File: src/rtl/core/spq_pkg.sv
package spq_pkg;

    localparam int DEF_QUEUE_DEPTH   = 16;
    localparam int DEF_PRIORITY_BITS = 8;
    localparam int DEF_DATA_BITS     = 32;

    localparam int STATUS_BITS = 2;

    localparam logic CMD_PUSH = 1'b0;
    localparam logic CMD_POP  = 1'b1;

    localparam logic [STATUS_BITS-1:0] STATUS_OK         = 2'd0;
    localparam logic [STATUS_BITS-1:0] STATUS_PUSH_FULL  = 2'd1;
    localparam logic [STATUS_BITS-1:0] STATUS_POP_EMPTY  = 2'd2;

    typedef struct packed {
        logic push;
        logic pop;
    } spq_ctrl_t;

endpackage

File: src/rtl/core/spq_req_if.sv
interface spq_req_if #(
    parameter int DATA_BITS     = 32,
    parameter int PRIORITY_BITS = 8
);
    logic                     valid;
    logic                     ready;
    logic                     cmd;
    logic [DATA_BITS-1:0]     item_data;
    logic [PRIORITY_BITS-1:0] item_priority;

    modport source (output valid, output cmd, output item_data, output item_priority,
                    input ready);
    modport sink   (input valid, input cmd, input item_data, input item_priority,
                    output ready);
endinterface

File: src/rtl/core/spq_rsp_if.sv
interface spq_rsp_if #(
    parameter int DATA_BITS     = 32,
    parameter int PRIORITY_BITS = 8,
    parameter int COUNT_BITS    = 5
);
    logic                     valid;
    logic                     ready;
    logic                     popped_valid;
    logic [DATA_BITS-1:0]     popped_data;
    logic [PRIORITY_BITS-1:0] popped_priority;
    logic [1:0]               status;
    logic                     queue_empty;
    logic [DATA_BITS-1:0]     head_data;
    logic [COUNT_BITS-1:0]    entry_count;

    modport source (output valid, output popped_valid, output popped_data,
                    output popped_priority, output status, output queue_empty,
                    output head_data, output entry_count, input ready);
    modport sink   (input valid, input popped_valid, input popped_data,
                    input popped_priority, input status, input queue_empty,
                    input head_data, input entry_count, output ready);
endinterface

File: src/rtl/core/sorted_priority_queue.sv
// Sorted min-first priority queue built as a row of compare-and-shift cells.
// The result is registered when the item is accepted and held while the output stalls.
// Throughput: one push or pop per cycle while the result side keeps ready high; every
// cell compares against the new priority and shifts with its neighbor in the same cycle.
// Reset: entry count and output valid clear; cell contents are left as is.
module sorted_priority_queue
    import spq_pkg::*;
#(
    parameter int QUEUE_DEPTH   = DEF_QUEUE_DEPTH,
    parameter int PRIORITY_BITS = DEF_PRIORITY_BITS,
    parameter int DATA_BITS     = DEF_DATA_BITS,
    parameter int COUNT_BITS    = $clog2(QUEUE_DEPTH + 1)
) (
    input  logic      clk,
    input  logic      rst_n,
    spq_req_if.sink   req,
    spq_rsp_if.source rsp
);

    logic [COUNT_BITS-1:0] count_reg;
    logic [COUNT_BITS-1:0] count_next;
    logic                  accept;
    logic                  full;
    logic                  empty;
    spq_ctrl_t             ctrl;

    logic                     out_valid_reg;
    logic                     popped_valid_reg;
    logic [DATA_BITS-1:0]     popped_data_reg;
    logic [PRIORITY_BITS-1:0] popped_prio_reg;
    logic [1:0]               status_reg;
    logic                     queue_empty_reg;
    logic [DATA_BITS-1:0]     head_data_reg;
    logic [COUNT_BITS-1:0]    entry_count_reg;

    logic [DATA_BITS-1:0]     cell_data      [QUEUE_DEPTH];
    logic [PRIORITY_BITS-1:0] cell_prio      [QUEUE_DEPTH];
    logic [DATA_BITS-1:0]     cell_data_next [QUEUE_DEPTH];
    logic                     cell_keep      [QUEUE_DEPTH];

    assign full   = (count_reg == COUNT_BITS'(QUEUE_DEPTH));
    assign empty  = (count_reg == '0);
    assign accept = req.valid && req.ready;
    assign req.ready = !out_valid_reg || rsp.ready;

    assign ctrl.push = accept && (req.cmd == CMD_PUSH) && !full;
    assign ctrl.pop  = accept && (req.cmd == CMD_POP) && !empty;

    always_comb
    begin
        count_next = count_reg;
        if (ctrl.push)
            count_next = count_reg + 1'b1;
        else if (ctrl.pop)
            count_next = count_reg - 1'b1;
    end

    genvar i;
    generate
        for (i = 0; i < QUEUE_DEPTH; i++)
        begin : g_cell
            logic                     occ;
            logic                     left_keep;
            logic [DATA_BITS-1:0]     left_data;
            logic [PRIORITY_BITS-1:0] left_prio;
            logic [DATA_BITS-1:0]     right_data;
            logic [PRIORITY_BITS-1:0] right_prio;

            assign occ = (count_reg > COUNT_BITS'(i));

            if (i == 0)
            begin : g_first
                assign left_keep = 1'b1;
                assign left_data = req.item_data;
                assign left_prio = req.item_priority;
            end
            else
            begin : g_mid
                assign left_keep = cell_keep[i-1];
                assign left_data = cell_data[i-1];
                assign left_prio = cell_prio[i-1];
            end

            if (i == QUEUE_DEPTH - 1)
            begin : g_last
                assign right_data = cell_data[i];
                assign right_prio = cell_prio[i];
            end
            else
            begin : g_inner
                assign right_data = cell_data[i+1];
                assign right_prio = cell_prio[i+1];
            end

            spq_cell #(
                .DATA_BITS     (DATA_BITS),
                .PRIORITY_BITS (PRIORITY_BITS)
            ) u_cell (
                .clk        (clk),
                .ctrl       (ctrl),
                .occ        (occ),
                .left_keep  (left_keep),
                .left_data  (left_data),
                .left_prio  (left_prio),
                .right_data (right_data),
                .right_prio (right_prio),
                .new_data   (req.item_data),
                .new_prio   (req.item_priority),
                .keep       (cell_keep[i]),
                .data       (cell_data[i]),
                .prio       (cell_prio[i]),
                .data_next  (cell_data_next[i])
            );
        end
    endgenerate

    always_ff @(posedge clk or negedge rst_n)
    begin
        if (!rst_n)
        begin
            count_reg     <= '0;
            out_valid_reg <= 1'b0;
        end
        else
        begin
            count_reg <= count_next;
            if (accept)
                out_valid_reg <= 1'b1;
            else if (rsp.ready)
                out_valid_reg <= 1'b0;
        end
    end

    always_ff @(posedge clk)
    begin
        if (accept)
        begin
            popped_valid_reg <= ctrl.pop;
            popped_data_reg  <= ctrl.pop ? cell_data[0] : '0;
            popped_prio_reg  <= ctrl.pop ? cell_prio[0] : '0;
            if (req.cmd == CMD_PUSH)
                status_reg <= full ? STATUS_PUSH_FULL : STATUS_OK;
            else
                status_reg <= empty ? STATUS_POP_EMPTY : STATUS_OK;
            queue_empty_reg <= (count_next == '0);
            head_data_reg   <= (count_next == '0) ? '0 : cell_data_next[0];
            entry_count_reg <= count_next;
        end
    end

    assign rsp.valid           = out_valid_reg;
    assign rsp.popped_valid    = popped_valid_reg;
    assign rsp.popped_data     = popped_data_reg;
    assign rsp.popped_priority = popped_prio_reg;
    assign rsp.status          = status_reg;
    assign rsp.queue_empty     = queue_empty_reg;
    assign rsp.head_data       = head_data_reg;
    assign rsp.entry_count     = entry_count_reg;

endmodule

File: src/rtl/core/spq_cell.sv
module spq_cell
    import spq_pkg::*;
#(
    parameter int DATA_BITS     = DEF_DATA_BITS,
    parameter int PRIORITY_BITS = DEF_PRIORITY_BITS
) (
    input  logic                     clk,
    input  spq_ctrl_t                ctrl,
    input  logic                     occ,
    input  logic                     left_keep,
    input  logic [DATA_BITS-1:0]     left_data,
    input  logic [PRIORITY_BITS-1:0] left_prio,
    input  logic [DATA_BITS-1:0]     right_data,
    input  logic [PRIORITY_BITS-1:0] right_prio,
    input  logic [DATA_BITS-1:0]     new_data,
    input  logic [PRIORITY_BITS-1:0] new_prio,
    output logic                     keep,
    output logic [DATA_BITS-1:0]     data,
    output logic [PRIORITY_BITS-1:0] prio,
    output logic [DATA_BITS-1:0]     data_next
);

    logic [DATA_BITS-1:0]     data_reg;
    logic [PRIORITY_BITS-1:0] prio_reg;
    logic [PRIORITY_BITS-1:0] prio_next;

    // entry stays put on push when it is at or ahead of the new priority
    assign keep = occ && (prio_reg <= new_prio);
    assign data = data_reg;
    assign prio = prio_reg;

    always_comb
    begin
        data_next = data_reg;
        prio_next = prio_reg;
        if (ctrl.pop)
        begin
            data_next = right_data;
            prio_next = right_prio;
        end
        else if (ctrl.push && !keep)
        begin
            if (left_keep)
            begin
                data_next = new_data;
                prio_next = new_prio;
            end
            else
            begin
                data_next = left_data;
                prio_next = left_prio;
            end
        end
    end

    always_ff @(posedge clk)
    begin
        data_reg <= data_next;
        prio_reg <= prio_next;
    end

endmodule

File: src/flat_wrapper.sv
// flat-port wrapper written by rule: the top's interface ports become plain ports
module sorted_priority_queue_flat import spq_pkg::*;
#(
    parameter int QUEUE_DEPTH   = DEF_QUEUE_DEPTH,
    parameter int PRIORITY_BITS = DEF_PRIORITY_BITS,
    parameter int DATA_BITS     = DEF_DATA_BITS,
    parameter int COUNT_BITS    = $clog2(QUEUE_DEPTH + 1)
)
  (clk, rst_n, req_valid, req_cmd, req_item_data, req_item_priority, req_ready, rsp_valid, rsp_popped_valid, rsp_popped_data, rsp_popped_priority, rsp_status, rsp_queue_empty, rsp_head_data, rsp_entry_count, rsp_ready);
  spq_req_if #(.DATA_BITS(DATA_BITS), .PRIORITY_BITS(PRIORITY_BITS)) req_i ();
  spq_rsp_if #(.DATA_BITS(DATA_BITS), .PRIORITY_BITS(PRIORITY_BITS), .COUNT_BITS(COUNT_BITS)) rsp_i ();
  input  logic clk;
  input  logic rst_n;
  input wire logic [$bits(req_i.valid)-1:0] req_valid;
  input wire logic [$bits(req_i.cmd)-1:0] req_cmd;
  input wire logic [$bits(req_i.item_data)-1:0] req_item_data;
  input wire logic [$bits(req_i.item_priority)-1:0] req_item_priority;
  output wire logic [$bits(req_i.ready)-1:0] req_ready;
  output wire logic [$bits(rsp_i.valid)-1:0] rsp_valid;
  output wire logic [$bits(rsp_i.popped_valid)-1:0] rsp_popped_valid;
  output wire logic [$bits(rsp_i.popped_data)-1:0] rsp_popped_data;
  output wire logic [$bits(rsp_i.popped_priority)-1:0] rsp_popped_priority;
  output wire logic [$bits(rsp_i.status)-1:0] rsp_status;
  output wire logic [$bits(rsp_i.queue_empty)-1:0] rsp_queue_empty;
  output wire logic [$bits(rsp_i.head_data)-1:0] rsp_head_data;
  output wire logic [$bits(rsp_i.entry_count)-1:0] rsp_entry_count;
  input wire logic [$bits(rsp_i.ready)-1:0] rsp_ready;
  assign req_i.valid = req_valid;
  assign req_i.cmd = req_cmd;
  assign req_i.item_data = req_item_data;
  assign req_i.item_priority = req_item_priority;
  assign req_ready = req_i.ready;
  assign rsp_valid = rsp_i.valid;
  assign rsp_popped_valid = rsp_i.popped_valid;
  assign rsp_popped_data = rsp_i.popped_data;
  assign rsp_popped_priority = rsp_i.popped_priority;
  assign rsp_status = rsp_i.status;
  assign rsp_queue_empty = rsp_i.queue_empty;
  assign rsp_head_data = rsp_i.head_data;
  assign rsp_entry_count = rsp_i.entry_count;
  assign rsp_i.ready = rsp_ready;
  sorted_priority_queue #(.QUEUE_DEPTH(QUEUE_DEPTH), .PRIORITY_BITS(PRIORITY_BITS), .DATA_BITS(DATA_BITS), .COUNT_BITS(COUNT_BITS)) u_core (.clk(clk), .rst_n(rst_n), .req(req_i), .rsp(rsp_i));
endmodule
File: config.mk
export PLATFORM = sky130hd
export DESIGN_NAME = sorted_priority_queue_flat
export DESIGN_NICKNAME = d
export VERILOG_FILES = /design/src/rtl/core/spq_pkg.sv /design/src/rtl/core/spq_req_if.sv /design/src/rtl/core/spq_rsp_if.sv /design/src/rtl/core/sorted_priority_queue.sv /design/src/rtl/core/spq_cell.sv /design/src/flat_wrapper.sv
export SDC_FILE = /design/constraint.sdc
export NUM_CORES = 2
export LEC_CHECK = 0
export ABC_AREA = 1
export BUFFER_PORTS_ARGS = -buffer_cell sky130_fd_sc_hd__buf_2
export CAP_MARGIN = 20
export CELL_PAD_IN_SITES_DETAIL_PLACEMENT = 0
export CELL_PAD_IN_SITES_GLOBAL_PLACEMENT = 1
export CORE_ASPECT_RATIO = 0.5
export CORE_MARGIN = 2
export CORE_UTILIZATION = 44
export CTS_BUF_LIST = sky130_fd_sc_hd__clkbuf_8
export DETAILED_ROUTE_END_ITERATION = 12
export PLACE_DENSITY = 0.82
export SYNTH_ARGS = -nofsm -noshare
export SYNTH_HDL_FRONTEND = slang
export SYNTH_SLANG_ARGS = --single-unit
File: constraint.sdc
create_clock -name clk -period 6 [get_ports clk]
set_clock_uncertainty 0.2 [all_clocks]
set_input_delay 1.2 -clock clk [delete_from_list [all_inputs] [get_ports clk]]
set_output_delay 1.2 -clock clk [all_outputs]
set_load 0.05 [all_outputs]
==> metrics.md <==
| Metric | Value |
|---|---|
| Status | `complete, no violations` |
| Global-route wire length before repair | `183 mm` |
| Die height | `222 µm` |
| Clk slew on worst S/H paths | `0.07 ns` |
| Worst reg-to-reg path cell count | `13` |
| Fin. max-slew vios | `0` |
| Total CTS buffers | `113` |
| Syn Std Cell Area | `41,800 µm²` |
| Routed Antenna Nets | `0` |
| Total number of vias | `34,500` |
| FMAX | `233 MHz` |
| Post-Synthesis Cells | `5,276` |
| Area contributors post-synth | `edfxtp_1 (50%), nand2_1 (16%), nand3_1 (13%)` |
| Grt ovf | `0` |
| Core Area | `93,500 µm²` |
| Die area | `97,600 µm²` |
| Total power | `23,700 µW` |
| Detailed Route Iter0 Violations | `3,831` |
| Max reg flops | `512` |
| Leak | `0.0216 µW` |
| Final-report setup violation count | `0` |
| Final number of hold-violating endpoints | `0` |
| TritonCTS Sinks | `727` |
| Yosys reg bits | `727` |
| Worst Tran Pin Value | `1.16 ns` |
| Tot GR Track Use | `23.1%` |
| Critical Path RT | `6.31 ns` |
| EDFF count, synth | `689` |
| RSZ-0062 raised after global routing | `false` |
| CTS root buf | `clkbuf_8` |
| Die Wd | `440 µm` |
| Arrival time worst endpoint | `4.61 ns` |
| Primary FF master, synth | `edfxtp_1` |
| MaxCap Viol Count | `0` |
| Crit Path Category | `flop to flop` |
| Crit-path max FO | `123` |
| Post-synth ARST share | `0.825%` |
| Relative slew slack | `22.6%` |
| Number of global-route vias before repair | `32,000` |
| GPL Wtd Cong | `0.887` |
| Peak VDD IR | `0.312 mV` |
| CTS Buffer Depth | `3` |
| FP Rows | `79` |
| Port bufs | `127` |
| TritonCTS clock tree | `yes` |
| Vias/cell | `5.24` |
| Tmin final | `4.30 ns` |
| Post-Syn Nets | `5,455` |
| Largest net degree at the start of global routing | `259` |
| Avg Cell Area, Syn | `7.92 µm²` |
| Average wire per standard cell | `17.5 µm` |
| # H-tree levels | `3` |
| Ports | `128` |
| Seq/Total Area, Yosys | `51.4%` |
| DP HPWL | `79.1 mm` |
| Layout cells sized above 1 | `7.62%` |
| Post-route DRC | `0` |
| Latest clock arrival within the worst-skew pair | `0.80 ns` |
| Starting density of the core | `44.7%` |
| CP endpoint kind | `flop` |
| Synth-to-Final Area Change | `9.43%` |
| WHS Path Cells | `2` |
| Cell taking the most area after synthesis | `edfxtp_1` |
| Fillers | `9,150` |
| Post-synth top area share | `49.5%` |
| Synth Warn # | `0` |
| Layout Nets | `5,414` |
| Power Density | `519 nW/µm²` |
| Startpoint types | `flop` |
| Initial antenna violation count | `1` |
| Setup TNS | `0 ns` |
| Post-synth cell types | `35` |
| HP Class | `flop to flop` |
| Wirelength, routed | `116 mm` |
| First drt pass iteration count | `6` |
| Period utilisation layout | `71.6%` |
==> cell usage after synthesis (2+ instances only) <==
cell type,count
nor2_1,215
buf_2,68
xor2_1,4
nor2_4,2
inv_2,7
nand3_1,1090
clkbuf_1,276
nand2_1,1795
dfrtp_1,6
nand3b_1,8
buf_4,6
nand4_1,6
ha_1,134
a31oi_1,94
dfxtp_1,32
o211ai_1,2
edfxtp_1,689
o21ai_1,12
o31a_1,2
a21o_1,3
buf_1,19
inv_1,660
o21ai_0,70
o21ai_2,2
a21oi_1,62
nand2_2,3
==> cell usage in the layout, fill, tap and decap left out, types with 3 or more instances in the layout <==
| master | instances |
|---|---|
| buf_4 | 77 |
| dfxtp_1 | 32 |
| inv_2 | 6 |
| clkbuf_8 | 125 |
| inv_1 | 694 |
| a21oi_1 | 62 |
| a31oi_1 | 79 |
| ha_1 | 134 |
| clkinv_2 | 13 |
| nor2_1 | 214 |
| buf_12 | 6 |
| nand4_1 | 6 |
| dfrtp_1 | 6 |
| a31oi_4 | 15 |
| o21ai_2 | 11 |
| nand3b_1 | 8 |
| o21ai_0 | 70 |
| edfxtp_1 | 689 |
| nand2_2 | 4 |
| clkinv_1 | 30 |
| nand2_1 | 1793 |
| buf_2 | 127 |
| xor2_1 | 4 |
| a21o_1 | 3 |
| nand3_1 | 1090 |
==> worst max-delay path, stage by stage (launching register included) <==
cell and delay [ns]:
dfrtp_1 0.50, inv_4 0.19, nand2_2 0.11, nor2_4 0.17, nand2_2 0.23, nand2_8 0.50, buf_12 0.51, nand2_1 0.12
nand3_1 0.10, nand2_1 0.13, nor2_1 0.14, nand2_1 0.10, nor2_4 0.69, nor2_1 0.15
==> metal layers <==
metal	vias up	wire (µm)	global-route usage (%)	share of wire (%)
li1	17200	-	-	-
met1	15800	59800	38.8	52
met2	1438	43900	30.1	38
met3	111	10400	4.29	9.0
met4	0	1410	4.30	1.2
met5	-	0	0	0
==> timing repair <==
action,in CTS,in global routing
buffers inserted,0,0
gates resized for setup,0,0
endpoints found under the hold margin,6,0
hold buffers,1,0
==> final timing paths <==
kind,end,slack [ns],from
max,u_core.rsp.head_data[4]$_SDFFCE_PP0N_,1.70,u_core.count_reg[4]$_DFF_PN0_
max in group asynchronous,u_core.count_reg[3]$_DFF_PN0_,4.88,rst_n
min,u_core.g_cell[14].u_cell.data[29]$_DFFE_PP_,0.32,u_core.g_cell[15].u_cell.data[29]$_DFFE_PP_
max reg2reg,u_core.rsp.head_data[4]$_SDFFCE_PP0N_,1.70,u_core.count_reg[4]$_DFF_PN0_
min in group asynchronous,u_core.count_reg[4]$_DFF_PN0_,0.56,rst_n
min reg2reg,u_core.g_cell[14].u_cell.data[29]$_DFFE_PP_,0.32,u_core.g_cell[15].u_cell.data[29]$_DFFE_PP_
==> report_power, final <==
| group | leakage, µW | switching, µW | internal (µW) |
|---|---|---|---|
| clock | 0.00123 | 2090 | 1990 |
| combinational | 0.0135 | 7320 | 3040 |
| sequential | 0.00684 | 1020 | 8260 |
==> layout make-up <==
cell class | count | area [µm²] | area share [%]
sequential | 727 | 21500 | 47.0
multi-input combinational | 3511 | 16600 | 36.3
inverter | 669 | 2520 | 5.52
clock buffer | 125 | 1720 | 3.76
tap | 1255 | 1570 | 3.43
timing repair buffer | 213 | 1400 | 3.06
clock inverter | 84 | 415 | 0.909
antenna | 1 | 2.50 | 0.00547
==> through the flow <==
step	area, µm²	hold WS [ns]	worst slack [ns]	cells	util (%)
floorplan	41800	0.295	0.0518	5276	-
global placement	43500	0.298	1.32	6372	46.5
detailed placement	43600	0.304	1.15	6374	46.6
CTS	45700	0.317	1.73	6584	48.9
global route	45700	0.340	1.44	6585	48.9
finish	45700	0.317	1.70	6585	48.9
==> cell families (layout without fill, tap and decap cells) <==
logic type                 after synthesis  after routing  synth area share [%]
adders and majority gates              134            134                  4.01
other                                    0              1                     0
xor gates and xnor gates                 4              4                0.0838
AOI/OAI and AO/OA                      252            252                  3.41
DFF                                    727            727                  51.4
and+or+nand+nor                       3121           3121                  31.5
buffers and inverters                 1038           1091                  9.59
No activity file was read; power rests on OpenSTA's default activity.
